--- src/hw/rtl/feab_pkg.sv ---
// Shared types, register indexes and constants of the feathered edge alpha blend core.
package feab_pkg;

  localparam int MAX_SIDE    = 1024;
  localparam int QUEUE_DEPTH = 4;
  localparam int DIV_STEPS   = 16;
  localparam int BACK_STAGES = DIV_STEPS + 4;
  localparam int DEN_SCALE   = 25500;

  localparam int CFG_IDX_W   = 3;
  localparam int CFG_DATA_W  = 11;
  localparam int SIZE_W      = 11;
  localparam int COORD_W     = 10;
  localparam int PCT_W       = 7;
  localparam int CH_W        = 8;
  localparam int PIX_W       = 3 * CH_W;
  localparam int DEN_W       = 26;
  localparam int PROD_W      = SIZE_W + CH_W;
  localparam int WGT_W       = DIV_STEPS + 1;
  localparam int PCT_MAX     = 100;

  localparam logic [CFG_IDX_W-1:0] CFG_BORDER_WIDTH  = 3'd0;
  localparam logic [CFG_IDX_W-1:0] CFG_BLEND_PERCENT = 3'd1;
  localparam logic [CFG_IDX_W-1:0] CFG_PATCH_WIDTH   = 3'd2;
  localparam logic [CFG_IDX_W-1:0] CFG_PATCH_HEIGHT  = 3'd3;
  localparam logic [CFG_IDX_W-1:0] CFG_TARGET_CH0    = 3'd4;
  localparam logic [CFG_IDX_W-1:0] CFG_TARGET_CH1    = 3'd5;
  localparam logic [CFG_IDX_W-1:0] CFG_TARGET_CH2    = 3'd6;

  typedef struct packed {
    logic [SIZE_W-1:0] border_width;
    logic [PCT_W-1:0]  blend_percent;
    logic [SIZE_W-1:0] patch_width;
    logic [SIZE_W-1:0] patch_height;
    logic [CH_W-1:0]   target_ch0;
    logic [CH_W-1:0]   target_ch1;
    logic [CH_W-1:0]   target_ch2;
  } cfg_t;

  typedef struct packed {
    logic [SIZE_W-1:0] ramp;
    logic [SIZE_W-1:0] bw;
    logic [CH_W-1:0]   alpha;
    logic [PIX_W-1:0]  pix;
  } entry_t;

endpackage

--- src/hw/rtl/feab_back.sv ---
// Back end: weight product, pipelined restoring divider and per-channel mix into the output register.
module feab_back (
  input  logic                            clk,
  input  logic                            rst_n,
  input  logic                            in_valid,
  output logic                            in_ready,
  input  feab_pkg::entry_t                in_entry,
  input  feab_pkg::cfg_t                  cfg,
  output logic                            out_valid,
  input  logic                            out_ready,
  output logic [feab_pkg::PIX_W-1:0]      out_data
);

  localparam int DS    = feab_pkg::DIV_STEPS;
  localparam int DW    = feab_pkg::DEN_W;
  localparam int WW    = feab_pkg::WGT_W;
  localparam int CW    = feab_pkg::CH_W;
  localparam int PW    = feab_pkg::PIX_W;
  localparam int ACC_W = 27;

  logic                       adv;

  logic                       s1_valid_r;
  logic [feab_pkg::PROD_W-1:0] s1_prod_r;
  logic [DW-1:0]              s1_den_r;
  logic [PW-1:0]              s1_pix_r;

  logic                       s2_valid_r;
  logic [DW-1:0]              s2_x_r;
  logic [DW-1:0]              s2_den_r;
  logic [PW-1:0]              s2_pix_r;

  logic                       dv_valid_r [0:DS];
  logic [DW-1:0]              dv_rem_r   [0:DS];
  logic [DW-1:0]              dv_den_r   [0:DS];
  logic [WW-1:0]              dv_q_r     [0:DS];
  logic [PW-1:0]              dv_pix_r   [0:DS];

  logic [DW:0]                rem2       [1:DS];
  logic                       ge         [1:DS];
  logic [DW-1:0]              rem_nxt    [1:DS];
  logic                       ge0;

  logic [PW-1:0]              tgt;
  logic signed [ACC_W-1:0]    acc        [0:2];
  logic signed [CW:0]         diff       [0:2];
  logic [PW-1:0]              mix_nxt;

  logic                       out_valid_r;
  logic [PW-1:0]              out_data_r;

  assign adv       = !out_valid_r || out_ready;
  assign in_ready  = adv;
  assign out_valid = out_valid_r;
  assign out_data  = out_data_r;

  assign ge0 = (s2_x_r >= s2_den_r);

  always_comb begin
    for (int k = 1; k <= DS; k++) begin
      rem2[k]    = {dv_rem_r[k-1], 1'b0};
      ge[k]      = (rem2[k] >= {1'b0, dv_den_r[k-1]});
      rem_nxt[k] = ge[k] ? DW'(rem2[k] - {1'b0, dv_den_r[k-1]}) : DW'(rem2[k]);
    end
  end

  // out = (t*65536 + w*(pix - t) + 32768) >> 16
  always_comb begin
    tgt = {cfg.target_ch2, cfg.target_ch1, cfg.target_ch0};
    for (int c = 0; c < 3; c++) begin
      diff[c] = $signed({1'b0, dv_pix_r[DS][c*CW +: CW]}) - $signed({1'b0, tgt[c*CW +: CW]});
      acc[c]  = $signed({3'b0, tgt[c*CW +: CW], 16'h8000})
              + $signed({{(ACC_W-WW){1'b0}}, dv_q_r[DS]})
              * $signed({{(ACC_W-CW-1){diff[c][CW]}}, diff[c]});
      mix_nxt[c*CW +: CW] = acc[c][16 +: CW];
    end
  end

  always_ff @(posedge clk) begin
    if (!rst_n) begin
      s1_valid_r  <= 1'b0;
      s2_valid_r  <= 1'b0;
      out_valid_r <= 1'b0;
      for (int k = 0; k <= DS; k++) begin
        dv_valid_r[k] <= 1'b0;
      end
    end else if (adv) begin
      s1_valid_r    <= in_valid;
      s2_valid_r    <= s1_valid_r;
      dv_valid_r[0] <= s2_valid_r;
      for (int k = 1; k <= DS; k++) begin
        dv_valid_r[k] <= dv_valid_r[k-1];
      end
      out_valid_r   <= dv_valid_r[DS];
    end
  end

  always_ff @(posedge clk) begin
    if (adv) begin
      s1_prod_r   <= feab_pkg::PROD_W'(in_entry.ramp) * feab_pkg::PROD_W'(in_entry.alpha);
      s1_den_r    <= DW'(in_entry.bw) * DW'(feab_pkg::DEN_SCALE);
      s1_pix_r    <= in_entry.pix;

      s2_x_r      <= DW'(s1_prod_r) * DW'(cfg.blend_percent);
      s2_den_r    <= s1_den_r;
      s2_pix_r    <= s1_pix_r;

      dv_rem_r[0] <= ge0 ? s2_x_r - s2_den_r : s2_x_r;
      dv_den_r[0] <= s2_den_r;
      dv_q_r[0]   <= {{(WW-1){1'b0}}, ge0};
      dv_pix_r[0] <= s2_pix_r;
      for (int k = 1; k <= DS; k++) begin
        dv_rem_r[k] <= rem_nxt[k];
        dv_den_r[k] <= dv_den_r[k-1];
        dv_q_r[k]   <= {dv_q_r[k-1][WW-2:0], ge[k]};
        dv_pix_r[k] <= dv_pix_r[k-1];
      end

      out_data_r  <= mix_nxt;
    end
  end

endmodule

--- config.mk ---
export PLATFORM = sky130hd
export DESIGN_NAME = feab_back
export DESIGN_NICKNAME = d
export VERILOG_FILES = /design/src/hw/rtl/feab_pkg.sv /design/src/hw/rtl/feab_back.sv
export SDC_FILE = /design/constraint.sdc
export NUM_CORES = 2
export LEC_CHECK = 0
export BUFFER_PORTS_ARGS = -buffer_cell sky130_fd_sc_hd__buf_4
export CORE_MARGIN = 3
export CORE_UTILIZATION = 45
export DETAILED_ROUTE_END_ITERATION = 8
export SLEW_MARGIN = 5
export SYNTH_ARGS = -nofsm -noshare
export SYNTH_HDL_FRONTEND = slang
export SYNTH_SLANG_ARGS = --single-unit
export TNS_END_PERCENT = 20
--- constraint.sdc ---
create_clock -name clk -period 137.4 [get_ports clk]
set_clock_uncertainty 0.1 [all_clocks]
set_input_delay 20.61 -clock clk [delete_from_list [all_inputs] [get_ports clk]]
set_output_delay 20.61 -clock clk [all_outputs]
set_load 0.01 [all_outputs]
# Yosys cells after proc, flatten, opt, wreduce, memory -nomap -nowiden
# Memories as Yosys holds them, arrays and structs flattened. A register that Yosys moved wholly into a read port is not among the register bits.
# Index checks and enable logic that the tools add are counted.
# totals
ff_bits	167
out_inout_bits	26
mem_bits_rw	1598
memories	5
input_bits	122
wordCells	119
# classes
n_mux	39
magnitude_cmp	17
bitwise	17
n_mul	6
n_reduce_logical	3
addsub	23
# memory_table
name	depth	width	read_ports	rd_clocked_by_memory_dff	write_ports	line_no	text
dv_den_r	17	26	16	0	17	feab_back.sv:35	logic [DW-1:0] dv_den_r [0:DS];
dv_rem_r	17	26	16	0	17	feab_back.sv:34	logic [DW-1:0] dv_rem_r [0:DS];
dv_pix_r	17	24	17	0	17	feab_back.sv:37	logic [PW-1:0] dv_pix_r [0:DS];
dv_q_r	17	17	17	0	17	feab_back.sv:36	logic [WW-1:0] dv_q_r [0:DS];
dv_valid_r	17	1	17	1	17	feab_back.sv:33	logic dv_valid_r [0:DS];
# ops
cell	n
26-bit 2-to-1 mux	17
26-bit subtractor	17
27-bit by 26-bit greater-or-equal comparator with 1-bit output	16
24-bit adder	3
18-bit by 9-bit multiplier with 24-bit output	3
8-bit by 8-bit subtractor with 9-bit output	3
26-bit greater-or-equal comparator	1
19-bit by 7-bit multiplier with 26-bit output	1
11-bit by 13-bit multiplier with 24-bit output (second input constant)	1
1-bit 2-to-1 mux	22
11-bit by 8-bit multiplier with 19-bit output	1
1-bit bitwise OR	17
1-bit logical NOT	2
1-bit logical OR	1

# Depth between registers and ports, before layout
# depth
word_depth	6
ltp_mapped	29
mapped_depth_nobuf	29

# Worst setup path before layout
# Ideal clock, no wire load.
# synth_path
path_type	input port to output port
from	in out_ready
to	out in_ready
arrival_time_ps	61334
t_required_ps	116690
path_buffers	1
stages	3
setup_slack_ps	55356
path_cell_list	nor2b_1 > inv_1 > clkbuf_1
# synth_between
elab_chain_cells	1
# synth_lines
element	line_no	text
start, declared	feab_back.sv:10	input logic out_ready,
1-bit logical OR	feab_back.sv:52	assign adv = !out_valid_r || out_ready;
end, declared	feab_back.sv:6	output logic in_ready,
# Every way passes these cells.

# Worst setup path in the final report
# Ends and elaborated chain as after synthesis.

==> impl_metrics.yaml <==
worst_setup_path:
  crit_arrival_ps: 21860
  worstPathBufferInverterCount: 3
  end_kind: "primary output"
  critPathRequiredTime_ps: 116690
  path_class: "input port to primary output"
  cpPeakStageDelay_ps: 460
  r2r_slack_ps: 129470
  slowest_stage: "nor2b_1"
  startpoint_type: "input port"
  crit_family: "buffers and inverters"
  crit_top_cell: "buf_4"
  worstPathCellList: "buf_4 -> nor2b_1 -> inv_8 -> buf_4"
  cp_max_fo: 124
floorplan:
  start_util_pct: 45.5
  die_h_um: 460
  core_um2: 203000
  rows: 165
  die_x_um: 460
  pin_count: 148
  dieArea_um2: 211000
yosys:
  synth-seq-area-share_pct: 49.1
  syn_area_um2: 92600
  synth_warnings: 0
  synth_compound_area_share_pct: 8.82
  ys_seq_elements: 1517
  async_reset_ff_share_pct: 0
  synth_top_family_by_area: "adder cells"
  synth_nets: 9088
  yosys.area_share.simple_pct: 10.0
  synth_edf_count: 1514
  synth_top_flop_cell: "edfxtp_1"
  synth-xor-area-share_pct: 3.72
  muxShareOfSynthArea_pct: 2.08
  netlist_instances: 7712
  ys_types: 85
  syn_area_per_cell_um2: 12.0
  synth_adder_area_share_pct: 21.3
route:
  wl_per_cell_um: 16.8
  drc: 0
  wl_um: 180000
  dr.pass1.iters: 6
  ant_nets: 0
  drt-initial-drc-count: 3208
  viasPerCell: 5.20
  vias: 55659
status:
  outcome: "completed"
clock_network:
  cts_tree: "done"
  post_cts_buffers: 0
  numCtsBuffers: 165
  cts-root-buf: "clkbuf_16"
  numClockSinks: 1517
  clk_latency_ps: 820
  max-clock-path-buffers: 3
  cts_htree_levels: 4
  ctsHoldBuffers: 0
  cts_resized: 0
  clk_transition_reported_paths_ps: 60
sta:
  finalHoldWorstSlack_ps: 282
  rsz0062_at_grt: "no"
  tns_ps: 0
  hold_violations: 0
  period_minus_slack_ps: 42570
  slew_viol_final: 0
  fmax_ghz: 0.0235
  fin_crit_sh_pct: 31.0
  worst_slew_pin_slew_ps: 1210
  finalSetupViolCount: 0
  slew_headroom_pct: 19.3
grt:
  overflow: 0
  grt_usage_pct: 17.3
  antenna_found_initial: 2
  grt_max_degree: 185
  grt_pass1_vias: 58653
  grt_pass1_wl_um: 296000
place:
  port_buffers: 114
  gp_congestion: 0.911
  post_dp_cell_area_um2: 96800
  hpwl_um: 135000
layout:
  syn2layout_area_growth_pct: 10.4
  fin_util_pct: 50.3
  final_area_um2: 102000
  drive_gt1_share_pct: 6.47
  nets: 9279
hold_path:
  hp-class: "flip-flop to flip-flop"
job:
  maxCapViolations: 0
-- area by class of cell --
class,count,area (um^2)
Fill cell,17580,101000
Clock inverter,102,1220
Sequential cell,1517,45500
Multi-Input combinational cell,4977,42500
Tap cell,2672,3340
Antenna cell,2,5.00
Clock buffer,201,4260
Timing Repair Buffer,179,1360
Inverter,1063,4000
-- cell usage after synthesis, types with 11 or more instances --
master    instances  area share (%)
or3_1            21            0.14
nand3_1          73            0.39
nor2b_1          78            0.53
o21ai_0         159            0.86
o21ai_1         135            0.73
and3_1           45            0.30
o21bai_1         44            0.36
a21o_1          167             1.4
o31ai_1          30            0.24
nor2_1          388             1.6
fa_1            532              11
inv_1          1054             4.3
clkbuf_1        133            0.54
o211ai_1         24            0.19
a21oi_1         386             2.1
nand2b_1        142            0.96
mux2i_1          17            0.18
buf_2            11           0.059
nand4_1          49            0.33
xor2_1          132             1.2
nor4_1           18            0.12
nand2_1         577             2.3
a211oi_1         55            0.45
ha_1            722             9.8
mux2_2           15            0.18
a211o_1          22            0.21
nor3_1           88            0.48
mux2_4           15            0.24
a21boi_0         11           0.089
a31oi_1          29            0.20
o31a_1           14            0.13
mux2_1          121             1.5
o21a_1           73            0.59
edfxtp_1       1514              49
or2_2            43            0.29
xnor2_1         261             2.5
and2_1          301             2.0
-- state kept, by name, summed over array words and instances (netlist names) --
register / count
s1_den_r: 24
s2_x_r: 26
dv_valid_r: 17
s1_pix_r: 24
s2_den_r: 24
s2_pix_r: 24
s2_valid_r: 1
s1_prod_r: 19
dv_den_r: 384
out_valid: 1
dv_q_r: 153
out_data: 24
dv_pix_r: 408
s1_valid_r: 1
dv_rem_r: 387
-- per-layer routing --
| metal | part of all wire [%] | wire (um) | global-route usage [%] |
|---|---|---|---|
| met1 | 40 | 72000 | 19.6 |
| met2 | 53 | 95200 | 32.3 |
| met3 | 3.0 | 5360 | 2.35 |
| met4 | 4.2 | 7500 | 7.31 |
| met5 | 0 | 0 | 0 |
-- metrics by stage --
step | worst slack [ps] | cells
global route | 94690 | 10713
floorplan | 55360 | 7712
CTS | 94780 | 10711
finish | 94830 | 10713
detailed placement | 94780 | 10408
global placement | 94830 | 10408
-- placed cells by master, fill, tap and decap left out, drive strengths merged, types with 22 or more instances in the layout --
cell type	n
edfxtp	1514
inv	1070
ha	722
nand2	577
fa	532
a21oi	388
nor2	388
and2	301
o21ai	294
xnor2	261
clkbuf	201
buf	179
a21o	167
mux2	151
nand2b	142
xor2	132
nor3	88
nor2b	78
clkinv	74
o21a	73
nand3	73
a211oi	55
or2	50
nand4	49
and3	45
o21bai	44
o31ai	32
a31oi	29
o211ai	24
a211o	22
-- cell families (layout without fill, tap and decap cells) --
group | count (synthesis) | in the layout
AO/OA/AOI/OAI | 1281 | 1281
adder cells (fa/ha/maj) | 1254 | 1254
XOR/XNOR | 393 | 393
multiplexers | 168 | 168
AND/OR/NAND/NOR | 1881 | 1881
flip-flops | 1517 | 1517
other | 0 | 2
buffers and inverters | 1218 | 1545
-- worst paths after layout --
kind,from,endpoint,depth (start not counted)
setup reg to reg,dv_pix_r[16][17],out_data[23],22
hold / removal,dv_q_r[7][0],dv_q_r[8][1],0
hold reg to reg,dv_q_r[7][0],dv_q_r[8][1],0
setup / recovery,out_ready,in_ready,4
Power is not shown: default switching activity piles up to over one toggle a cycle in this logic, so the estimate is an artifact.
