**src/hw/rtl/feab_pkg.sv**
```systemverilog
// Shared types, register indexes and constants of the feathered edge alpha blend core.
package feab_pkg;

  localparam int MAX_SIDE    = 1024;
  localparam int QUEUE_DEPTH = 4;
  localparam int DIV_STEPS   = 16;
  localparam int BACK_STAGES = DIV_STEPS + 4;
  localparam int DEN_SCALE   = 25500;

  localparam int CFG_IDX_W   = 3;
  localparam int CFG_DATA_W  = 11;
  localparam int SIZE_W      = 11;
  localparam int COORD_W     = 10;
  localparam int PCT_W       = 7;
  localparam int CH_W        = 8;
  localparam int PIX_W       = 3 * CH_W;
  localparam int DEN_W       = 26;
  localparam int PROD_W      = SIZE_W + CH_W;
  localparam int WGT_W       = DIV_STEPS + 1;
  localparam int PCT_MAX     = 100;

  localparam logic [CFG_IDX_W-1:0] CFG_BORDER_WIDTH  = 3'd0;
  localparam logic [CFG_IDX_W-1:0] CFG_BLEND_PERCENT = 3'd1;
  localparam logic [CFG_IDX_W-1:0] CFG_PATCH_WIDTH   = 3'd2;
  localparam logic [CFG_IDX_W-1:0] CFG_PATCH_HEIGHT  = 3'd3;
  localparam logic [CFG_IDX_W-1:0] CFG_TARGET_CH0    = 3'd4;
  localparam logic [CFG_IDX_W-1:0] CFG_TARGET_CH1    = 3'd5;
  localparam logic [CFG_IDX_W-1:0] CFG_TARGET_CH2    = 3'd6;

  typedef struct packed {
    logic [SIZE_W-1:0] border_width;
    logic [PCT_W-1:0]  blend_percent;
    logic [SIZE_W-1:0] patch_width;
    logic [SIZE_W-1:0] patch_height;
    logic [CH_W-1:0]   target_ch0;
    logic [CH_W-1:0]   target_ch1;
    logic [CH_W-1:0]   target_ch2;
  } cfg_t;

  typedef struct packed {
    logic [SIZE_W-1:0] ramp;
    logic [SIZE_W-1:0] bw;
    logic [CH_W-1:0]   alpha;
    logic [PIX_W-1:0]  pix;
  } entry_t;

endpackage

```
**src/hw/rtl/feab_front.sv**
```systemverilog
// Front end: takes pixel items, finds edge distance and ramp, registers the queue entry.
module feab_front (
  input  logic                                clk,
  input  logic                                rst_n,
  input  logic                                in_valid,
  output logic                                in_ready,
  input  logic [feab_pkg::COORD_W-1:0]        in_row,
  input  logic [feab_pkg::COORD_W-1:0]        in_col,
  input  logic [feab_pkg::PIX_W-1:0]          in_pix,
  input  logic [feab_pkg::CH_W-1:0]           in_alpha,
  input  feab_pkg::cfg_t                      cfg,
  output logic                                out_valid,
  input  logic                                out_ready,
  output feab_pkg::entry_t                    out_entry
);

  logic                              valid_r;
  feab_pkg::entry_t                  entry_r;
  feab_pkg::entry_t                  entry_nxt;
  logic [feab_pkg::SIZE_W-1:0]       bw;
  logic [feab_pkg::SIZE_W-1:0]       row_x;
  logic [feab_pkg::SIZE_W-1:0]       col_x;
  logic [feab_pkg::SIZE_W-1:0]       d_bot;
  logic [feab_pkg::SIZE_W-1:0]       d_rt;
  logic [feab_pkg::SIZE_W-1:0]       d_a;
  logic [feab_pkg::SIZE_W-1:0]       d_b;
  logic [feab_pkg::SIZE_W-1:0]       dmin;
  logic [feab_pkg::SIZE_W-1:0]       m;

  assign in_ready  = !valid_r || out_ready;
  assign out_valid = valid_r;
  assign out_entry = entry_r;

  always_comb begin
    bw    = (cfg.border_width == '0) ? feab_pkg::SIZE_W'(1) : cfg.border_width;
    row_x = {1'b0, in_row};
    col_x = {1'b0, in_col};
    // far-edge distance saturates to zero outside the patch
    d_bot = (row_x >= cfg.patch_height) ? '0 : cfg.patch_height - 1'b1 - row_x;
    d_rt  = (col_x >= cfg.patch_width) ? '0 : cfg.patch_width - 1'b1 - col_x;
    d_a   = (row_x < col_x) ? row_x : col_x;
    d_b   = (d_bot < d_rt) ? d_bot : d_rt;
    dmin  = (d_a < d_b) ? d_a : d_b;
    m     = (dmin < bw) ? dmin : bw;
    entry_nxt.ramp  = bw - m;
    entry_nxt.bw    = bw;
    entry_nxt.alpha = in_alpha;
    entry_nxt.pix   = in_pix;
  end

  always_ff @(posedge clk) begin
    if (!rst_n) begin
      valid_r <= 1'b0;
    end else if (in_ready) begin
      valid_r <= in_valid;
    end
  end

  always_ff @(posedge clk) begin
    if (in_ready && in_valid) begin
      entry_r <= entry_nxt;
    end
  end

endmodule

```
**config.mk**
```make
export PLATFORM = sky130hd
export DESIGN_NAME = feab_front
export DESIGN_NICKNAME = d
export VERILOG_FILES = /design/src/hw/rtl/feab_pkg.sv /design/src/hw/rtl/feab_front.sv
export SDC_FILE = /design/constraint.sdc
export NUM_CORES = 1
export LEC_CHECK = 0
export ABC_AREA = 1
export BUFFER_PORTS_ARGS = -buffer_cell sky130_fd_sc_hd__buf_4
export CAP_MARGIN = 5
export CORE_MARGIN = 3
export CORE_UTILIZATION = 40
export DETAILED_ROUTE_END_ITERATION = 6
export PLACE_DENSITY = 0.72
export RECOVER_POWER = 25
export SLEW_MARGIN = 20
export SYNTH_ARGS = -nofsm -noshare
export SYNTH_HDL_FRONTEND = slang
export SYNTH_SLANG_ARGS = --single-unit
```
**constraint.sdc**
```tcl
create_clock -name clk -period 24.7 [get_ports clk]
set_input_delay 1.235 -clock clk [delete_from_list [all_inputs] [get_ports clk]]
set_output_delay 1.235 -clock clk [all_outputs]
set_load 0.05 [all_outputs]
```
# [Word-level counts from Yosys, hierarchy flattened]
# Index checks and enable logic that the tools add are counted.
[totals] regBits=55 latch_bits=0 ramBits=0 mem_bits_ro=0 in_bits=120 elab_cells=27 mem_count=0
[op_classes] addsub=5 mul=0 n_div=0 n_lt_le_gt_ge=6 n_eq_ne=0 n_shift=0 muxes=7 bitwise_logic=0 reduce_logical=4
[ops] cell="$mux W11" n=6
[ops] cell="$ge A10 B11 Y1" n=2
[ops] cell="$lt A11 B11 Y1" n=2
[ops] cell="$sub A11 B1 Y11 const B" n=2
[ops] cell="$sub A11 B10 Y11" n=2
[ops] cell="$logic_not A11 Y1" n=1
[ops] cell="$lt A10 B11 Y1" n=1
[ops] cell="$sub A11 B11 Y11" n=1
[ops] cell="$lt A10 B10 Y1" n=1
[ops] cell="$mux W10" n=1
[ops] cell="$logic_and A1 B1 Y1" n=1
[ops] cell="$logic_not A1 Y1" n=1
[ops] cell="$logic_or A1 B1 Y1" n=1

# [Logic depth before layout (Yosys ltp)]
# Gate-level depths: netlist of the first run.
[logic_depth] ltp_word=10 ltp_mapped=62 depth_no_buf=58

# [Worst setup path after synthesis of the first run]
# No wires, ideal clock.
[synth_timing] path_kind="input to register" startpoint="input in_col[0] in the netlist's numbering" endpoint="register entry_r, in the netlist out_entry[53] (data pin)" arrival_time_ps=9612 required_ps=24563 slack_ps=14952 path_stages=59 n_path_buf=4 path_cell_list="inv_1 > ha_1 > inv_1 > fa_1 > o21ai_0 > nand2_1 > nand2_1 > a21oi_1 > o21bai_1 > nor2_1 > nor2_1 > nand2_1 > ha_1 > nand2_1 > inv_1 > nand3_1 > nor2_1 > nand4_2 > (+23 left out) > a2111oi_0 > nand2_4 > buf_6 > nand2_1 > o21ai_2 > ha_1 > fa_1 > o21ai_0 > a21oi_1 > inv_1 > a21oi_1 > o21ai_0 > a21oi_1 > inv_1 > a21oi_1 > inv_1 > nand4_1 > nand2_1"
[synth_lines] item="start, declared" line="feab_front.sv:8" text="input logic [feab_pkg::COORD_W-1:0] in_col,"
[synth_lines] item="end signal, assigned" line="feab_front.sv:61" text="entry_r <= entry_nxt;"
[synth_lines] item="end, declared" line="feab_front.sv:18" text="feab_pkg::entry_t entry_r;"

==> flow_summary.toml, run 1 <==
[drt]
first_pass_iters = 4
drc_errors = 0
drtIter0Drc = 232
ant_nets = 0
num_vias = 4480
post_drt_via_cell_ratio = 4.77
post_drt_wl_per_cell_um = 12.8
routed_wl_um = 12000

[power]
peakVddDrop_uv = 33.0
switching_share = 0.446
p_total_w = 0.000480
p_switching_w = 0.000214
power_density_mw_per_mm2 = 73.9
clkPwrFrac = 0.145
p_seq_frac = 0.266
pwr-share-comb = 0.590
p_leak_nw = 3.31
p_int_w = 0.000266

[place]
gp_congestion = 0.917
io_buffers = 144
dp_slack_ps = 14470
dp_hpwl_um = 10400

[synthesis]
synth_area_mm2 = 0.00513
async_reset_ff_frac = 0
synth.distinct_cells = 46
synthesis.instances = 633
synth_edf_count = 54
syn_area_per_cell_um2 = 8.11
yosysWarnings = 0
synth_seq_area_share = 0.320
ys_seq_elements = 55
synth_fp_nets = 843
synth_area_leaders = "edfxtp_1, ha_1, nand2_1"
synth.top_cell.area_share = 0.316
yosysTopAreaCell = "edfxtp_1"
synthFlopType = "edfxtp_1"

[sta]
timing.final.crit_share = 0.400
fin_skew_ps = 3.12
worst-slew-pin-transition_ps = 647
fmax_mhz = 101
timing.hold.ws_ps = 573
max-slew-margin-rel = 0.569
fin_ws_ps = 14810
finalHoldViolCount = 0
tns_ps = 0
drv_slew = 0
rsz0062_at_grt = "false"
setup-violations-final = 0
post-route-min-period_ps = 9890

[cells_and_area]
drive_above_1_share = 0.245
layout.nets = 981
fillers = 1194
multi_input_area_mm2 = 0.00303
diodes = 0
syn2layout_area_growth_pct = 26.5
regArea_mm2 = 0.00164

[cts]
cts.path.max_buffers = 2
clkSinkCount = 55
ctsResizeCount = 0
cts_tree = "done"
postCtsHoldBufs = 0
cts_root_buf = "clkbuf_16"
cts_max_level = 2
cts.clk_slew.worst_paths_ps = 70
clk_latency_ps = 290
post_cts_buffers = 0
cts_buffers = 5

[hold_path]
hold_class = "flip-flop to flip-flop"

[grt]
antenna_found_initial = 0
grt_max_degree = 55
grt_pass1_wl_um = 19700
groute.usage.overall = 0.167
grt_remaining_overflow = 0
grt_pass1_vias = 4249

[worst_setup_path]
worstSetupStartpointType = "input port"
crit_fanout = 21
crit_required_ps = 24750
arrival_ps = 9940
slowest_stage = "fa_1"
worst_path_largest_cell_delay_ps = 420
crit_type = "input port to flip-flop"
cp-end-kind = "flip-flop"
crit_top_cell = "a21oi_1"

[floorplanning]
row_count = 40
core_area_mm2 = 0.0123
io_pins = 176
die_x_um = 119
die_area_mm2 = 0.0142
die_height_um = 119
start_util = 0.419

[run_status]
status = "completed"

[flow_run]
drv_cap = 0
==> power by group through the flow <==
| stage | Sequential (W) | Clock [W] | Combinational (W) |
|---|---|---|---|
| 2_1_floorplan | 0.000177 | 0 | 0.000170 |
| 6_report | 0.000127 | 0.0000695 | 0.000283 |
| 4_1_cts | 0.000128 | 0.0000714 | 0.000286 |
| 5_1_grt | 0.000129 | 0.0000746 | 0.000318 |
| 3_3_place_gp | 0.000129 | 0 | 0.000278 |
| 3_5_place_dp | 0.000130 | 0 | 0.000285 |
==> layout make-up <==
class                   count  area share
multi-input cells         458       0.467
flip-flops and latches     55       0.253
repair buffers            147       0.165
inverters                 104      0.0601
well taps                 168      0.0324
clock buffers               5      0.0193
clock inverters             3     0.00366
==> stage by stage <==
step / cell area [µm²] / instances / utilization
finish: 6490 / 940 / 0.530
global route: 6490 / 940 / 0.530
CTS: 6530 / 940 / 0.532
detailed placement: 6380 / 932 / 0.520
global placement: 6380 / 932 / 0.520
floorplan: 5130 / 633 / -
==> per-layer routing <==
metal	global-route usage	vias to the layer above	routed length, µm
met5	0	-	0
met4	0.0694	0	348
met3	0.0209	17	714
met2	0.279	134	5450
met1	0.219	1955	5470
li1	-	2374	-
==> final timing paths <==
path              from            end  slack (ps)  cells after the start
min reg2reg  out_valid      out_valid         570                      2
max          in_col[0]  out_entry[53]       14810                     55
min          out_valid      out_valid         570                      2
max reg2reg  out_valid  out_entry[29]       23290                      2
==> cells in the final DEF (no fill, tap or decap), drive strengths merged, types with 7 or more instances in the layout <==
master  count
edfxtp     54
buf       106
clkbuf     46
nor2       43
nand4      10
nand2     148
inv       105
a21oi      46
xor2        7
ha         87
o21ai      57
nand3      19
==> state kept, by name, indices dropped and copies added (netlist names) <==
register and count:
out_entry 54, out_valid 1
==> cell families (layout without fill, tap and decap cells) <==
family,Yosys count,after routing,synth area share
AND/OR/NAND/NOR,232,232,0.206
adder cells (fa/ha/maj),90,90,0.224
other,1,1,0.000730
AO/OA/AOI/OAI,122,122,0.136
XOR/XNOR,13,13,0.0222
flip-flops,55,55,0.320
buffers and inverters,120,259,0.0916
==> worst max-delay path, delay by kind of cell <==
family | cells | cell delay (ps)
and+or+nand+nor | 20 | 2080
buffers and inverters | 8 | 1030
adders and majority gates | 7 | 2140
AOI/OAI and AO/OA | 20 | 3420
==> Yosys cell counts, types with 2 or more instances <==
| master | instances |
|---|---|
| o21ai_2 | 9 |
| nand2_2 | 9 |
| nand3_1 | 16 |
| nand3_4 | 3 |
| edfxtp_1 | 54 |
| nand2_1 | 137 |
| o21ai_1 | 4 |
| nand4_1 | 9 |
| ha_1 | 87 |
| a21boi_0 | 2 |
| nor2_2 | 5 |
| nand2_4 | 2 |
| xnor2_1 | 6 |
| nor3_1 | 2 |
| a21o_1 | 3 |
| fa_1 | 3 |
| o21ai_0 | 44 |
| o211ai_1 | 2 |
| or2_2 | 3 |
| xor2_1 | 7 |
| inv_2 | 4 |
| a31oi_1 | 5 |
| a21oi_1 | 45 |
| nor2_1 | 37 |
| nand3b_1 | 2 |
| inv_1 | 100 |
| and2_1 | 2 |
| clkbuf_1 | 13 |
No activity file was read; power rests on OpenSTA's default activity.
==> run 2, diff against run 1 <==
==> constraint.sdc (replaced) <==
create_clock -name clk -period 9.2 [get_ports clk]
set_input_delay 0.46 -clock clk [delete_from_list [all_inputs] [get_ports clk]]
set_output_delay 0.46 -clock clk [all_outputs]
set_load 0.05 [all_outputs]
==> run 2 against run 1 <==
  * Sequential power increased to 2.7 times the previous value
  * Core utilization up 0.38 points
  * Critical path depth unchanged
  * Register-to-register slack worse by 16000 ps
  * Sequential share of layout area shrank 0.18 points
  * Hold slack worse by 210 ps
  * Cell area increased by 0.71%
  * Global-route usage decreased by 0.23 points
  * Critical endpoint unchanged
  * Sequential cell count unchanged
  * Combinational power rose to 2.7 times the previous value
  * First-iteration DRC count up 10%
==> flow_summary.toml, run 2 (synthesized netlist as in run 1, its figures left out) <==
[run_status]
status = "completed"

[cells_and_area]
final_cell_count_no_fill = 943
drive_above_1_share = 0.255
largest_reg_flops = 54
final_cell_mix = "nand2_1, buf_4, inv_1, ha_1, edfxtp_1"
fillers = 1190
layout.nets = 984
final_common_cell = "nand2_1"
syn2layout_area_growth_pct = 27.4
diodes = 0

[floorplanning]
die_height_um = 119
die_x_um = 119
io_pins = 176
die_area_mm2 = 0.0142
start_util = 0.419
core_area_mm2 = 0.0123
row_count = 40

[sta]
fin_skew_ps = 2.34
post-route-min-period_ps = 8370
fin_ws_ps = 835
timing.final.crit_share = 0.909
setup-violations-final = 0
drv_slew = 0
worst-slew-pin-transition_ps = 654
fmax_mhz = 120
finalHoldViolCount = 0
max-slew-margin-rel = 0.564

[power]
p_leak_nw = 3.34
p_seq_frac = 0.264
clkPwrFrac = 0.140
peakVddDrop_uv = 84.0
switching_share = 0.444
p_switching_w = 0.000577
p_int_w = 0.000722
power_density_mw_per_mm2 = 199
pwr-share-comb = 0.596

[drt]
drc_errors = 0
drtIter0Drc = 256
routed_wl_um = 11900
post_drt_wl_per_cell_um = 12.6
post_drt_via_cell_ratio = 4.79
first_pass_iters = 5
num_vias = 4518
ant_nets = 0

[worst_setup_path]
crit_fanout = 21
crit_required_ps = 9250
slowest_stage = "fa_1"
arrival_ps = 8420
r2r_cells = 2
worstSetupStartpointType = "input port"
critical_path.top_delay_family = "compound AO/OA/AOI/OAI gates"
worst-path-stages = 55
crit_type = "input port to flip-flop"
critPathBufInv = 9
worst_path_largest_cell_delay_ps = 420
cp-end-kind = "flip-flop"

[grt]
antenna_found_initial = 0
grt_remaining_overflow = 0
grt_pass1_wl_um = 19600
grt_pass1_vias = 4343
grt_max_degree = 55
groute.usage.overall = 0.165

[cts]
cts_root_buf = "clkbuf_16"
cts.path.max_buffers = 2
clkSinkCount = 55
cts_tree = "done"
cts.clk_slew.worst_paths_ps = 70
clk_latency_ps = 290
cts_max_level = 2
cts_buffers = 5

[place]
dp_slack_ps = 120
io_buffers = 144
dp_hpwl_um = 10200
numPlacedInstances = 935
gp_congestion = 0.896

[hold_path]
hold_class = "input port to flip-flop"
worstHoldPathCells = 1

[flow_run]
drv_cap = 0
==> run 2: final timing paths <==
| check | startpoint | end | slack, ps |
|---|---|---|---|
| worst min-delay path | in_pix[22] | out_entry[22] | 360 |
| worst min register to register | out_valid | out_valid | 560 |
| worst max-delay path | in_row[0] | out_entry[53] | 830 |
| worst max register to register | out_valid | out_entry[23] | 7780 |
==> run 2: repair_timing <==
action,in CTS,in global routing
hold buffers,0,0
resized for setup,0,10
endpoints found under the setup margin,0,4
setup buffers,0,0
==> run 2: power groups by stage <==
stage / logic [W] / registers, W / clock network [W]
6_report: 0.000774 / 0.000342 / 0.000182
5_1_grt: 0.000873 / 0.000346 / 0.000196
4_1_cts: 0.000769 / 0.000343 / 0.000190
3_5_place_dp: 0.000767 / 0.000348 / 0
3_3_place_gp: 0.000752 / 0.000346 / 0
2_1_floorplan: 0.000457 / 0.000475 / 0
==> run 2: cell type report <==
| cell class | count | area [µm²] | area share |
|---|---|---|---|
| Multi-Input combinational cell | 458 | 3060 | 0.468 |
| Sequential cell | 55 | 1640 | 0.251 |
| Clock inverter | 3 | 18.8 | 0.00287 |
| Timing Repair Buffer | 150 | 1090 | 0.167 |
| Tap cell | 168 | 210 | 0.0321 |
| Inverter | 104 | 390 | 0.0597 |
| Clock buffer | 5 | 125 | 0.0191 |
==> run 2: per-stage QoR <==
stage / utilization / TNS, ps / power [W] / hold slack, ps / area (µm²)
2_1_floorplan: - / 0 / 0.000932 / 559 / 5130
3_3_place_gp: 0.522 / 0 / 0.00110 / 550 / 6400
3_5_place_dp: 0.522 / 0 / 0.00111 / 554 / 6400
4_1_cts: 0.534 / 0 / 0.00130 / 329 / 6550
5_1_grt: 0.533 / -23.8 / 0.00141 / 355 / 6540
6_report: 0.533 / 0 / 0.00130 / 363 / 6540
==> run 2: per-layer routing <==
layer / wire length (µm) / global-route usage / part of all wire / up-vias
li1: - / - / - / 2376
met1: 5340 / 0.210 / 0.45 / 1980
met2: 5510 / 0.286 / 0.46 / 146
met3: 745 / 0.0247 / 0.063 / 16
met4: 280 / 0.0565 / 0.024 / 0
met5: 0 / 0 / 0 / -
