[config.mk]
export PLATFORM = sky130hd
export DESIGN_NAME = feab_queue
export DESIGN_NICKNAME = d
export VERILOG_FILES = /design/src/hw/rtl/feab_pkg.sv /design/src/hw/rtl/feab_queue.sv
export SDC_FILE = /design/constraint.sdc
export NUM_CORES = 1
export LEC_CHECK = 0
export BUFFER_PORTS_ARGS = -buffer_cell sky130_fd_sc_hd__buf_2
export CAP_MARGIN = 20
export CORE_UTILIZATION = 30
export DETAILED_ROUTE_END_ITERATION = 6
export GPL_ROUTABILITY_DRIVEN = 0
export PLACE_DENSITY_LB_ADDON = 0.25
export SLEW_MARGIN = 20
export SYNTH_ARGS = -nofsm -noshare
export SYNTH_HDL_FRONTEND = slang
export SYNTH_SLANG_ARGS = --single-unit
[constraint.sdc]
create_clock -name clk -period 5.7 [get_ports clk]
set_clock_uncertainty 0.15 [all_clocks]
set_input_delay 1.14 -clock clk [delete_from_list [all_inputs] [get_ports clk]]
set_output_delay 1.14 -clock clk [all_outputs]
set_load 0.01 [all_outputs]
[src/hw/rtl/feab_pkg.sv]
// Shared types, register indexes and constants of the feathered edge alpha blend core.
package feab_pkg;

  localparam int MAX_SIDE    = 1024;
  localparam int QUEUE_DEPTH = 4;
  localparam int DIV_STEPS   = 16;
  localparam int BACK_STAGES = DIV_STEPS + 4;
  localparam int DEN_SCALE   = 25500;

  localparam int CFG_IDX_W   = 3;
  localparam int CFG_DATA_W  = 11;
  localparam int SIZE_W      = 11;
  localparam int COORD_W     = 10;
  localparam int PCT_W       = 7;
  localparam int CH_W        = 8;
  localparam int PIX_W       = 3 * CH_W;
  localparam int DEN_W       = 26;
  localparam int PROD_W      = SIZE_W + CH_W;
  localparam int WGT_W       = DIV_STEPS + 1;
  localparam int PCT_MAX     = 100;

  localparam logic [CFG_IDX_W-1:0] CFG_BORDER_WIDTH  = 3'd0;
  localparam logic [CFG_IDX_W-1:0] CFG_BLEND_PERCENT = 3'd1;
  localparam logic [CFG_IDX_W-1:0] CFG_PATCH_WIDTH   = 3'd2;
  localparam logic [CFG_IDX_W-1:0] CFG_PATCH_HEIGHT  = 3'd3;
  localparam logic [CFG_IDX_W-1:0] CFG_TARGET_CH0    = 3'd4;
  localparam logic [CFG_IDX_W-1:0] CFG_TARGET_CH1    = 3'd5;
  localparam logic [CFG_IDX_W-1:0] CFG_TARGET_CH2    = 3'd6;

  typedef struct packed {
    logic [SIZE_W-1:0] border_width;
    logic [PCT_W-1:0]  blend_percent;
    logic [SIZE_W-1:0] patch_width;
    logic [SIZE_W-1:0] patch_height;
    logic [CH_W-1:0]   target_ch0;
    logic [CH_W-1:0]   target_ch1;
    logic [CH_W-1:0]   target_ch2;
  } cfg_t;

  typedef struct packed {
    logic [SIZE_W-1:0] ramp;
    logic [SIZE_W-1:0] bw;
    logic [CH_W-1:0]   alpha;
    logic [PIX_W-1:0]  pix;
  } entry_t;

endpackage

[src/hw/rtl/feab_queue.sv]
// Small FIFO of classified items between the front end and the blend pipeline.
module feab_queue #(
  parameter int DEPTH = feab_pkg::QUEUE_DEPTH
) (
  input  logic             clk,
  input  logic             rst_n,
  input  logic             push_valid,
  output logic             push_ready,
  input  feab_pkg::entry_t push_entry,
  output logic             pop_valid,
  input  logic             pop_ready,
  output feab_pkg::entry_t pop_entry
);

  localparam int PTR_W = (DEPTH > 1) ? $clog2(DEPTH) : 1;
  localparam int CNT_W = $clog2(DEPTH + 1);

  feab_pkg::entry_t   mem_r [0:DEPTH-1];
  logic [PTR_W-1:0]   wr_ptr_r;
  logic [PTR_W-1:0]   rd_ptr_r;
  logic [CNT_W-1:0]   count_r;
  logic               push;
  logic               pop;

  assign push_ready = (count_r != CNT_W'(DEPTH));
  assign pop_valid  = (count_r != '0);
  assign pop_entry  = mem_r[rd_ptr_r];
  assign push       = push_valid && push_ready;
  assign pop        = pop_valid && pop_ready;

  always_ff @(posedge clk) begin
    if (!rst_n) begin
      wr_ptr_r <= '0;
      rd_ptr_r <= '0;
      count_r  <= '0;
    end else begin
      if (push) begin
        wr_ptr_r <= (wr_ptr_r == PTR_W'(DEPTH - 1)) ? '0 : wr_ptr_r + 1'b1;
      end
      if (pop) begin
        rd_ptr_r <= (rd_ptr_r == PTR_W'(DEPTH - 1)) ? '0 : rd_ptr_r + 1'b1;
      end
      if (push && !pop) begin
        count_r <= count_r + 1'b1;
      end else if (pop && !push) begin
        count_r <= count_r - 1'b1;
      end
    end
  end

  always_ff @(posedge clk) begin
    if (push) begin
      mem_r[wr_ptr_r] <= push_entry;
    end
  end

endmodule

[Yosys cells after proc, flatten, opt, wreduce, memory -nomap -nowiden]
Memories as Yosys holds them, arrays and structs flattened. A register that Yosys moved wholly into a read port is not among the register bits.
Index checks and enable logic that the tools add are counted.
Word-level totals
  input port bits: 58
  logic and storage cells: 27
  bits in registers: 7
  memories kept: 1
  RAM bits: 216
Memories
  mem_r: depth 4, bits a word 54, rd ports 1, clocked after Yosys merged registers in 1, write ports 1, RTL line feab_queue.sv:18  | feab_pkg::entry_t mem_r [0:DEPTH-1];
Cells by class
  muxes and demuxes: 8
  add/sub/neg operators: 4
  equality and inequality tests: 3
  reductions and logical operators: 8
Operators with widths (number)
  2-bit two-way mux: 4
  3-bit two-way mux: 2
  2-bit by 1-bit adder with 2-bit output (second input constant): 2
  2-bit equality test (second input constant): 2
  1-bit logical AND: 4
  3-bit by 1-bit adder with 3-bit output (second input constant): 1
  3-bit inequality test (second input constant): 1
  3-bit nonzero test: 1
  3-bit by 1-bit subtractor with 3-bit output (second input constant): 1
  1-bit logical NOT: 2
  1-bit two-way mux: 2
  2-bit nonzero test: 1

[Longest topological paths before layout]
Gate-level depths: netlist (run 1).
  depth after elaboration: 6
  gate-level depth with buffers: 9

[Worst setup path before layout (run 1)]
OpenSTA, ideal clock, no wires.
  kind: in2reg
  start point: input pop_ready
  end point: register count_r[2]
  stages on the path: 7
  library setup time: 76 ps
  data required time: 5474 ps
  arrival time: 2623 ps
  path slack: 2851 ps
  path through: o31ai_1 ha_1 inv_1 fa_1 xor2_1 or3_2 a21boi_0
Between the ends
  longest elaborated chain between the ends: 4
RTL lines
  from (decl): RTL line feab_queue.sv:11  | input logic pop_ready,
  1-bit logical AND *: RTL line feab_queue.sv:29  | assign pop = pop_valid && pop_ready;
  1-bit logical NOT: RTL line feab_queue.sv:43  | if (push && !pop) begin
  1-bit logical AND: RTL line feab_queue.sv:43
  3-bit two-way mux / 2-bit nonzero test (equally long branches)
  to (signal assigned): RTL line feab_queue.sv:44  | count_r <= count_r + 1'b1;
  to (signal assigned): RTL line feab_queue.sv:46  | count_r <= count_r - 1'b1;
  to (decl): RTL line feab_queue.sv:21  | logic [CNT_W-1:0] count_r;
Every way passes the cells marked *; elsewhere a longest branch is shown, timed or not.
A chain may end at the register's enable or synchronous reset.

==> metrics.log, run 1 <==
[metrics] commonest non-fill, non-tap cell in the layout: edfxtp_1
[metrics] kind of critical path: reg2out
[metrics] P&R area growth vs syn: 20.5%
[metrics] hold violation count in the final report: 0
[metrics] fraction of final layout cells sized beyond drive strength 1: 43.9%
[metrics] kind of cell with the highest combined delay on the critical path: flip-flops
[metrics] CTS buffer count: 25
[metrics] post-synthesis instance area: 8280 µm²
[metrics] effective utilization at floorplan: 30.6%
[metrics] Async SR Flop Fraction: 0%
[metrics] post-synthesis register bit count: 225
[metrics] number of enable flip-flop cells after synthesis: 216
[metrics] clock transition at the registers of the reported paths: 0.06 ns
[metrics] H-tree levels: 1
[metrics] Distinct cells, synth: 26
[metrics] final HPWL from detailed placement: 8.36 mm
[metrics] core area: 27,000 µm²
[metrics] pin count of the biggest net entering global routing: 55
[metrics] post-route ant nets: 0
[metrics] vias in the first global route: 4,208
[metrics] power density of the placed cells: 449 nW/µm²
[metrics] flip-flop cell with the highest count after synthesis: edfxtp_1
[metrics] number of sinks on the clock net: 225
[metrics] first-pass GRT wire length: 23.8 mm
[metrics] mean number of vias per cell: 4.54
[metrics] final setup vio count: 0
[metrics] count of TritonRoute iterations in the first routing pass: 4
[metrics] number of buffers inserted by post-CTS setup repair: 0
[metrics] synthesized instance count: 333
[metrics] final total negative setup slack: 0 ns
[metrics] run status: complete, no violations
[metrics] via count: 3,720
[metrics] Max-cap violations: 0
[metrics] sequential element share of the synthesized area: 80.5%
[metrics] Resized Gates After CTS: 0
[metrics] Area after DPL: 9200 µm²
[metrics] Chip Height: 168 µm
[metrics] max_slew headroom: 36.3%
[metrics] RSZ-0062 raised after global routing: false
[metrics] highest clock rate: 259 MHz
[metrics] Max Root-Sink Buffers: 3
[metrics] worst hold-check slack: 0.350 ns
[metrics] number of max-slew violations in the final report: 0
[metrics] Critical Path Fanout Max: 44
[metrics] slew of the pin with the lowest slew margin: 0.956 ns
[metrics] Final WS setup: 1.83 ns
[metrics] Critical Path Sink Type: primary output
[metrics] Yosys Warn Count: 0
[metrics] startpoint class of the critical path: flip-flop
[metrics] die width: 168 µm
[metrics] type of the most critical hold path: reg2reg
[metrics] Worst EP required: 4.41 ns
[metrics] largest voltage drop on the vdd net: 0.251 mV
[metrics] slowest cell on the critical path: dfxtp_4
[metrics] TritonCTS clock tree: done
[metrics] total congestion overflow after global routing: 0
[metrics] number of port buffers: 113
[metrics] max incr delay on CP: 0.97 ns
[metrics] static power due to leakage: 3.30 nW
[metrics] n_diodes: 0
[metrics] mean routed wirelength per cell: 18.6 µm
[metrics] buffers and inverters on the worst path: 2
[metrics] mean post-synth cell area: 24.9 µm²
[metrics] layout net count: 525
[metrics] DR DRC count: 0
[metrics] violation count after the first detailed-route iteration: 129
[metrics] Ports: 114
[metrics] overall track demand over capacity in global routing: 11.1%
[metrics] root buffer selected by CTS: clkbuf_16
[metrics] setup slack at placement: 2.24 ns
[metrics] final critical delay including setup and external delays: 3.87 ns
[metrics] clock latency of the later-clocked register in the worst-skew pair: 0.52 ns
[metrics] number of hold-repair buffers added at the cts stage: 0
[metrics] Crit path arrival time: 2.58 ns
[metrics] total detailed-routing wirelength: 15.2 mm
[metrics] worst path cell trace: buf_4 -> mux4_2 -> buf_2
[metrics] area of all placed cells without fillers: 9980 µm²
[metrics] Period Utilization, post-route: 67.8%
[metrics] commonest cells after routing, fill and taps aside: edfxtp_1, buf_2, mux4_2, clkbuf_16
[metrics] syn_nets: 398
[metrics] Std-Cell Rows: 60
[metrics] Die ar.: 28,300 µm²
[metrics] PnR Total Power: 4.48 mW
[metrics] number of antenna violations at the first check in global routing: 1
-- logic make-up (layout without fill, tap and decap cells) --
kind of cell | count (synthesis) | after routing | synth area share, %
adder cells (fa/ha/maj) | 7 | 7 | 1.15
XOR/XNOR | 2 | 2 | 0.212
flip-flops | 225 | 225 | 80.5
AND/OR/NAND/NOR | 20 | 20 | 1.42
multiplexers | 56 | 56 | 14.9
AO/OA/AOI/OAI | 6 | 6 | 0.423
buffers and inverters | 17 | 162 | 1.34
-- worst register-to-register path, cell delays in order, from the launching register on --
cell and delay (ns):
dfxtp_1 0.36, o31ai_1 0.53, ha_1 0.29, inv_1 0.06, fa_1 0.38, xor2_1 0.18
or3_2 0.40, a21boi_0 0.24
-- metrics by stage --
stage               std cells  util [%]
floorplan                 333         -
global placement          774      34.0
detailed placement        774      34.0
CTS                       819      36.9
global route              819      36.9
finish                    819      36.9
-- registers in the layout, indices dropped and copies added (netlist names), named ones only --
register / count
count_r: 3
rd_ptr_r: 2
mem_r: 216
wr_ptr_r: 2
-- area by class of cell --
| class | instances | area, µm² |
|---|---|---|
| clock buffer | 32 | 652 |
| clock inverter | 13 | 123 |
| fill | 2540 | 17100 |
| inverter | 3 | 11.3 |
| multi-input combinational | 91 | 1520 |
| sequential | 225 | 6670 |
| tap | 341 | 427 |
| timing repair buffer | 114 | 573 |
-- cell usage after synthesis, types with 2 or more instances --
master    instances  area, µm²
mux4_2           54       1220
buf_2             2       10.0
nand2_1           5       18.8
ha_1              6       75.1
nand3_1           2       10.0
edfxtp_1        216       6490
or3_2             2       15.0
and3_2            4       30.0
dfxtp_1           9        180
o21ai_0           3       15.0
inv_1             3       11.3
buf_6             6       67.6
clkbuf_1          6       22.5
nor2_1            2       7.51
mux2i_1           2       20.0
-- path summary, 6_finish.rpt --
check,slack (ns),cells past startpoint,endpoint,start
hold reg to reg,0.35,2,wr_ptr_r[1],wr_ptr_r[1]
hold / removal,0.35,2,wr_ptr_r[1],wr_ptr_r[1]
setup reg to reg,3.03,7,count_r[2],count_r[1]
setup / recovery,1.83,3,pop_entry[33],flip-flop
-- metal layers --
metal / up-vias / GRT usage, % / wire [µm]
li1: 1674 / - / -
met4: 2 / 3.32 / 393
met3: 27 / 3.22 / 906
met5: - / 0 / 13
met1: 1927 / 13.0 / 6120
met2: 90 / 19.6 / 7800
-- power breakdown --
group	total (mW)	internal, mW	switching, mW
Sequential	2.16	2.01	0.144
Clock	1.52	0.899	0.618
Combinational	0.810	0.421	0.389
Total	4.48	3.33	1.15
Note: power is estimated with default switching activity, not from simulation.
==> run 2: changes to the inputs <==
--- a/config.mk
+++ b/config.mk
@@ -5,6 +5,7 @@
 export SDC_FILE = /design/constraint.sdc
 export NUM_CORES = 1
 export LEC_CHECK = 0
+export ABC_AREA = 1
 export BUFFER_PORTS_ARGS = -buffer_cell sky130_fd_sc_hd__buf_2
 export CAP_MARGIN = 20
 export CORE_UTILIZATION = 30
==> constraint.sdc (replaced) <==
create_clock -name clk -period 3.4 [get_ports clk]
set_clock_uncertainty 0.15 [all_clocks]
set_input_delay 0.68 -clock clk [delete_from_list [all_inputs] [get_ports clk]]
set_output_delay 0.68 -clock clk [all_outputs]
set_load 0.01 [all_outputs]
==> run 2 against run 1 <==
  * Utilization down 0.18 points
  * Worst hold slack worse by 0.12 ns
  * First-iteration DRC count rose to 3.0 times the previous value
  * Sequential cell count unchanged
  * Die area up 2.4%
  * Worst setup slack worse by 1.6 ns
  * Via count up 35%
  * Critical endpoint is now pop_entry[6]
==> metrics.log, run 2 <==
[metrics] area of all placed cells without fillers: 10,200 µm² (+2.3%)
[metrics] filler cell count: 2,731 (+7.5%)
[metrics] number of hold-repair buffers added at the cts stage: 0 (unchanged)
[metrics] static power due to leakage: 3.54 nW (+7.4%)
[metrics] post-synthesis instance area: 8480 µm² (+2.4%)
[metrics] Yosys Warn Count: 0 (unchanged)
[metrics] Worst EP required: 2.57 ns (-1.84 ns)
[metrics] largest voltage drop on the vdd net: 0.381 mV (+52%)
[metrics] via count: 5,014 (+35%)
[metrics] syn_nets: 657 (+65%)
[metrics] Yosys top cell by area: edfxtp_1
[metrics] slowest cell on the critical path: dfxtp_2
[metrics] Max Root-Sink Buffers: 3 (unchanged)
[metrics] count leader, synth: edfxtp_1
[metrics] count of TritonRoute iterations in the first routing pass: 4 (unchanged)
[metrics] core area: 27,800 µm² (+2.8%)
[metrics] total congestion overflow after global routing: 0 (unchanged)
[metrics] pin count of the biggest net entering global routing: 109 (+98%)
[metrics] slew of the pin with the lowest slew margin: 0.828 ns (-0.127 ns)
[metrics] fraction of final layout cells sized beyond drive strength 1: 22.4% (-22 points)
[metrics] run status: complete, no violations
[metrics] overall track demand over capacity in global routing: 12.6% (+1.6 points)
[metrics] startpoint class of the critical path: flip-flop
[metrics] synthesized instance count: 592 (+78%)
[metrics] max_slew headroom: 44.8% (+8.5 points)
[metrics] die width: 170 µm (+1.2%)
[metrics] register ranked first by flip-flop count: mem_r
[metrics] Period Utilization, post-route: 91.9%
[metrics] kind of critical path: reg2out
[metrics] post-route ant nets: 0 (unchanged)
[metrics] number of enable flip-flop cells after synthesis: 216 (unchanged)
[metrics] clock latency of the later-clocked register in the worst-skew pair: 0.51 ns (about the same)
[metrics] sequential element share of the synthesized area: 78.6% (-1.9 points)
[metrics] CTS buffer count: 25 (unchanged)
[metrics] power density of the placed cells: 777 nW/µm² (+73%)
[metrics] mean number of vias per cell: 4.55 (about the same)
[metrics] Critical Path Fanout Max: 38 (-14%)
[metrics] Crit path arrival time: 2.29 ns (-0.29 ns)
[metrics] highest clock rate: 320 MHz
[metrics] root buffer selected by CTS: clkbuf_16
[metrics] Async SR Flop Fraction: 0% (unchanged)
[metrics] first-pass GRT wire length: 28.0 mm (+18%)
[metrics] number of buffers inserted by post-CTS setup repair: 0 (unchanged)
[metrics] kind of cell with the highest combined delay on the critical path: flip-flops
[metrics] registers with the highest flip-flop counts: mem_r (216), count_r (3)
[metrics] share of Yosys cell area claimed by the top area cell type: 76.5% (-1.8 points)
[metrics] total detailed-routing wirelength: 18.3 mm (+20%)
[metrics] flip-flop count of the largest register after layout: 216 (unchanged)
[metrics] number of sinks on the clock net: 225 (unchanged)
[metrics] Post-synth top cells: edfxtp_1, nor2_1, o21ai_0
[metrics] number of antenna violations at the first check in global routing: 4 (+3)
[metrics] clock transition at the registers of the reported paths: 0.06 ns (about the same)
[metrics] mean routed wirelength per cell: 16.6 µm (-11%)
[metrics] TritonCTS clock tree: done
[metrics] top post-synthesis cells by area: edfxtp_1, o21ai_0, nor2_1
[metrics] H-tree levels: 1 (unchanged)
[metrics] final setup vio count: 0 (unchanged)
[metrics] flip-flop cell with the highest count after synthesis: edfxtp_1
[metrics] vias in the first global route: 4,898 (+16%)
[metrics] violation count after the first detailed-route iteration: 393 (+200%)
[metrics] number of max-slew violations in the final report: 0 (unchanged)
[metrics] Std-Cell Rows: 61 (+1.7%)
[metrics] final critical delay including setup and external delays: 3.12 ns
[metrics] mean post-synth cell area: 14.3 µm² (-42%)
[metrics] max incr delay on CP: 0.86 ns (-0.11 ns)
[metrics] buffers and inverters on the worst path: 2 (unchanged)
[metrics] commonest cells after routing, fill and taps aside: edfxtp_1, nor2_1, buf_2, o21ai_0, o22ai_1
[metrics] effective utilization at floorplan: 30.5% (-0.12 points)
[metrics] DR DRC count: 0 (unchanged)
[metrics] number of port buffers: 113 (unchanged)
[metrics] Resized Gates After CTS: 0 (unchanged)
[metrics] RSZ-0062 raised after global routing: false
[metrics] final HPWL from detailed placement: 9.52 mm (+14%)
[metrics] hold violation count in the final report: 0 (unchanged)
[metrics] core occupancy in the finished layout: 36.7% (-0.18 points)
[metrics] worst path cell trace: buf_4 -> o21ai_0 -> o22ai_1 -> buf_2
[metrics] post-synthesis register bit count: 225 (unchanged)
[metrics] Distinct cells, synth: 20 (-23%)
[metrics] P&R area growth vs syn: 20.4%
[metrics] Max-cap violations: 0 (unchanged)
[metrics] Die ar.: 28,900 µm² (+2.4%)
[metrics] Area after DPL: 9470 µm² (+2.9%)
[metrics] Critical Path Sink Type: primary output
[metrics] commonest non-fill, non-tap cell in the layout: edfxtp_1
[metrics] layout net count: 771 (+47%)
[metrics] Chip Height: 170 µm (+1.2%)
[metrics] type of the most critical hold path: in2reg
[metrics] Ports: 114 (unchanged)
## run 2: cell types whose count changed after synthesis, sizes merged, moves of 2 or more
| cell | previous run | this run |
|---|---|---|
| nor2 | 2 | 123 |
| buf | 8 | 27 |
| and2 | 2 | 0 |
| o21ai | 4 | 110 |
| o22ai | 0 | 54 |
| nand2 | 5 | 15 |
| mux2i | 2 | 0 |
| inv | 3 | 17 |
| or3 | 2 | 0 |
| and3 | 4 | 0 |
| mux4 | 54 | 0 |
| a21oi | 0 | 3 |
## run 2: where the power goes
part	switching (mW)	internal, mW
clock network	1.02	1.38
registers	0.129	3.38
logic	1.33	0.685
## run 2: logic make-up after synthesis
logic type | share of synthesized area (%)
adder cells (fa/ha/maj) | 1.12
flip-flops | 78.6
AO/OA/AOI/OAI | 10.7
AND/OR/NAND/NOR | 6.39
buffers and inverters | 3.20
## run 2: path summary, 6_finish.rpt
check                 start           end  slack, ns  depth (start not counted)
max reg2reg      count_r[1]    count_r[1]       1.11                          9
max               flip-flop  pop_entry[6]       0.28                          4
min          push_entry[41]  mem_r[0][41]       0.23                          1
min reg2reg      count_r[0]    count_r[0]       0.37                          2
## run 2: layout make-up
type	count	area [µm²]	area share, %
diodes	2	5.00	0.0490
clock buffers	32	672	6.58
clock inverters	12	55.1	0.540
inverters	17	68.8	0.674
multi-input cells	316	1570	15.4
flip-flops and latches	225	6670	65.4
well taps	378	473	4.64
repair buffers	121	688	6.74
## run 2: worst register-to-register path, cell delays in order, from the launching register on
cell	delay (ns)
dfxtp_1	0.33
nor2_1	0.16
nand2_1	0.15
nand2_1	0.36
inv_1	0.09
ha_1	0.22
inv_1	0.09
fa_1	0.41
o21ai_0	0.18
nor2_1	0.05
## run 2: per-stage QoR
| stage | setup TNS [ns] | std cells | total power, mW | worst slack (ns) | hold slack (ns) |
|---|---|---|---|---|---|
| floorplan | -59.89 | 592 | 4.83 | -0.277 | 0.330 |
| detailed placement | 0 | 1057 | 5.65 | 0.732 | 0.358 |
| global route | 0 | 1101 | 8.41 | 0.0842 | 0.213 |
| global placement | 0 | 1057 | 5.63 | 0.799 | 0.345 |
| finish | 0 | 1103 | 7.93 | 0.275 | 0.234 |
| CTS | 0 | 1101 | 8.07 | 0.183 | 0.208 |
## run 2: per-layer routing
metal	vias to the layer above	global-route usage, %	part of all wire [%]
li1	2432	-	-
met2	100	20.0	45
met1	2450	16.6	46
met5	-	0	0.15
met4	4	3.21	1.6
met3	28	4.00	7.0
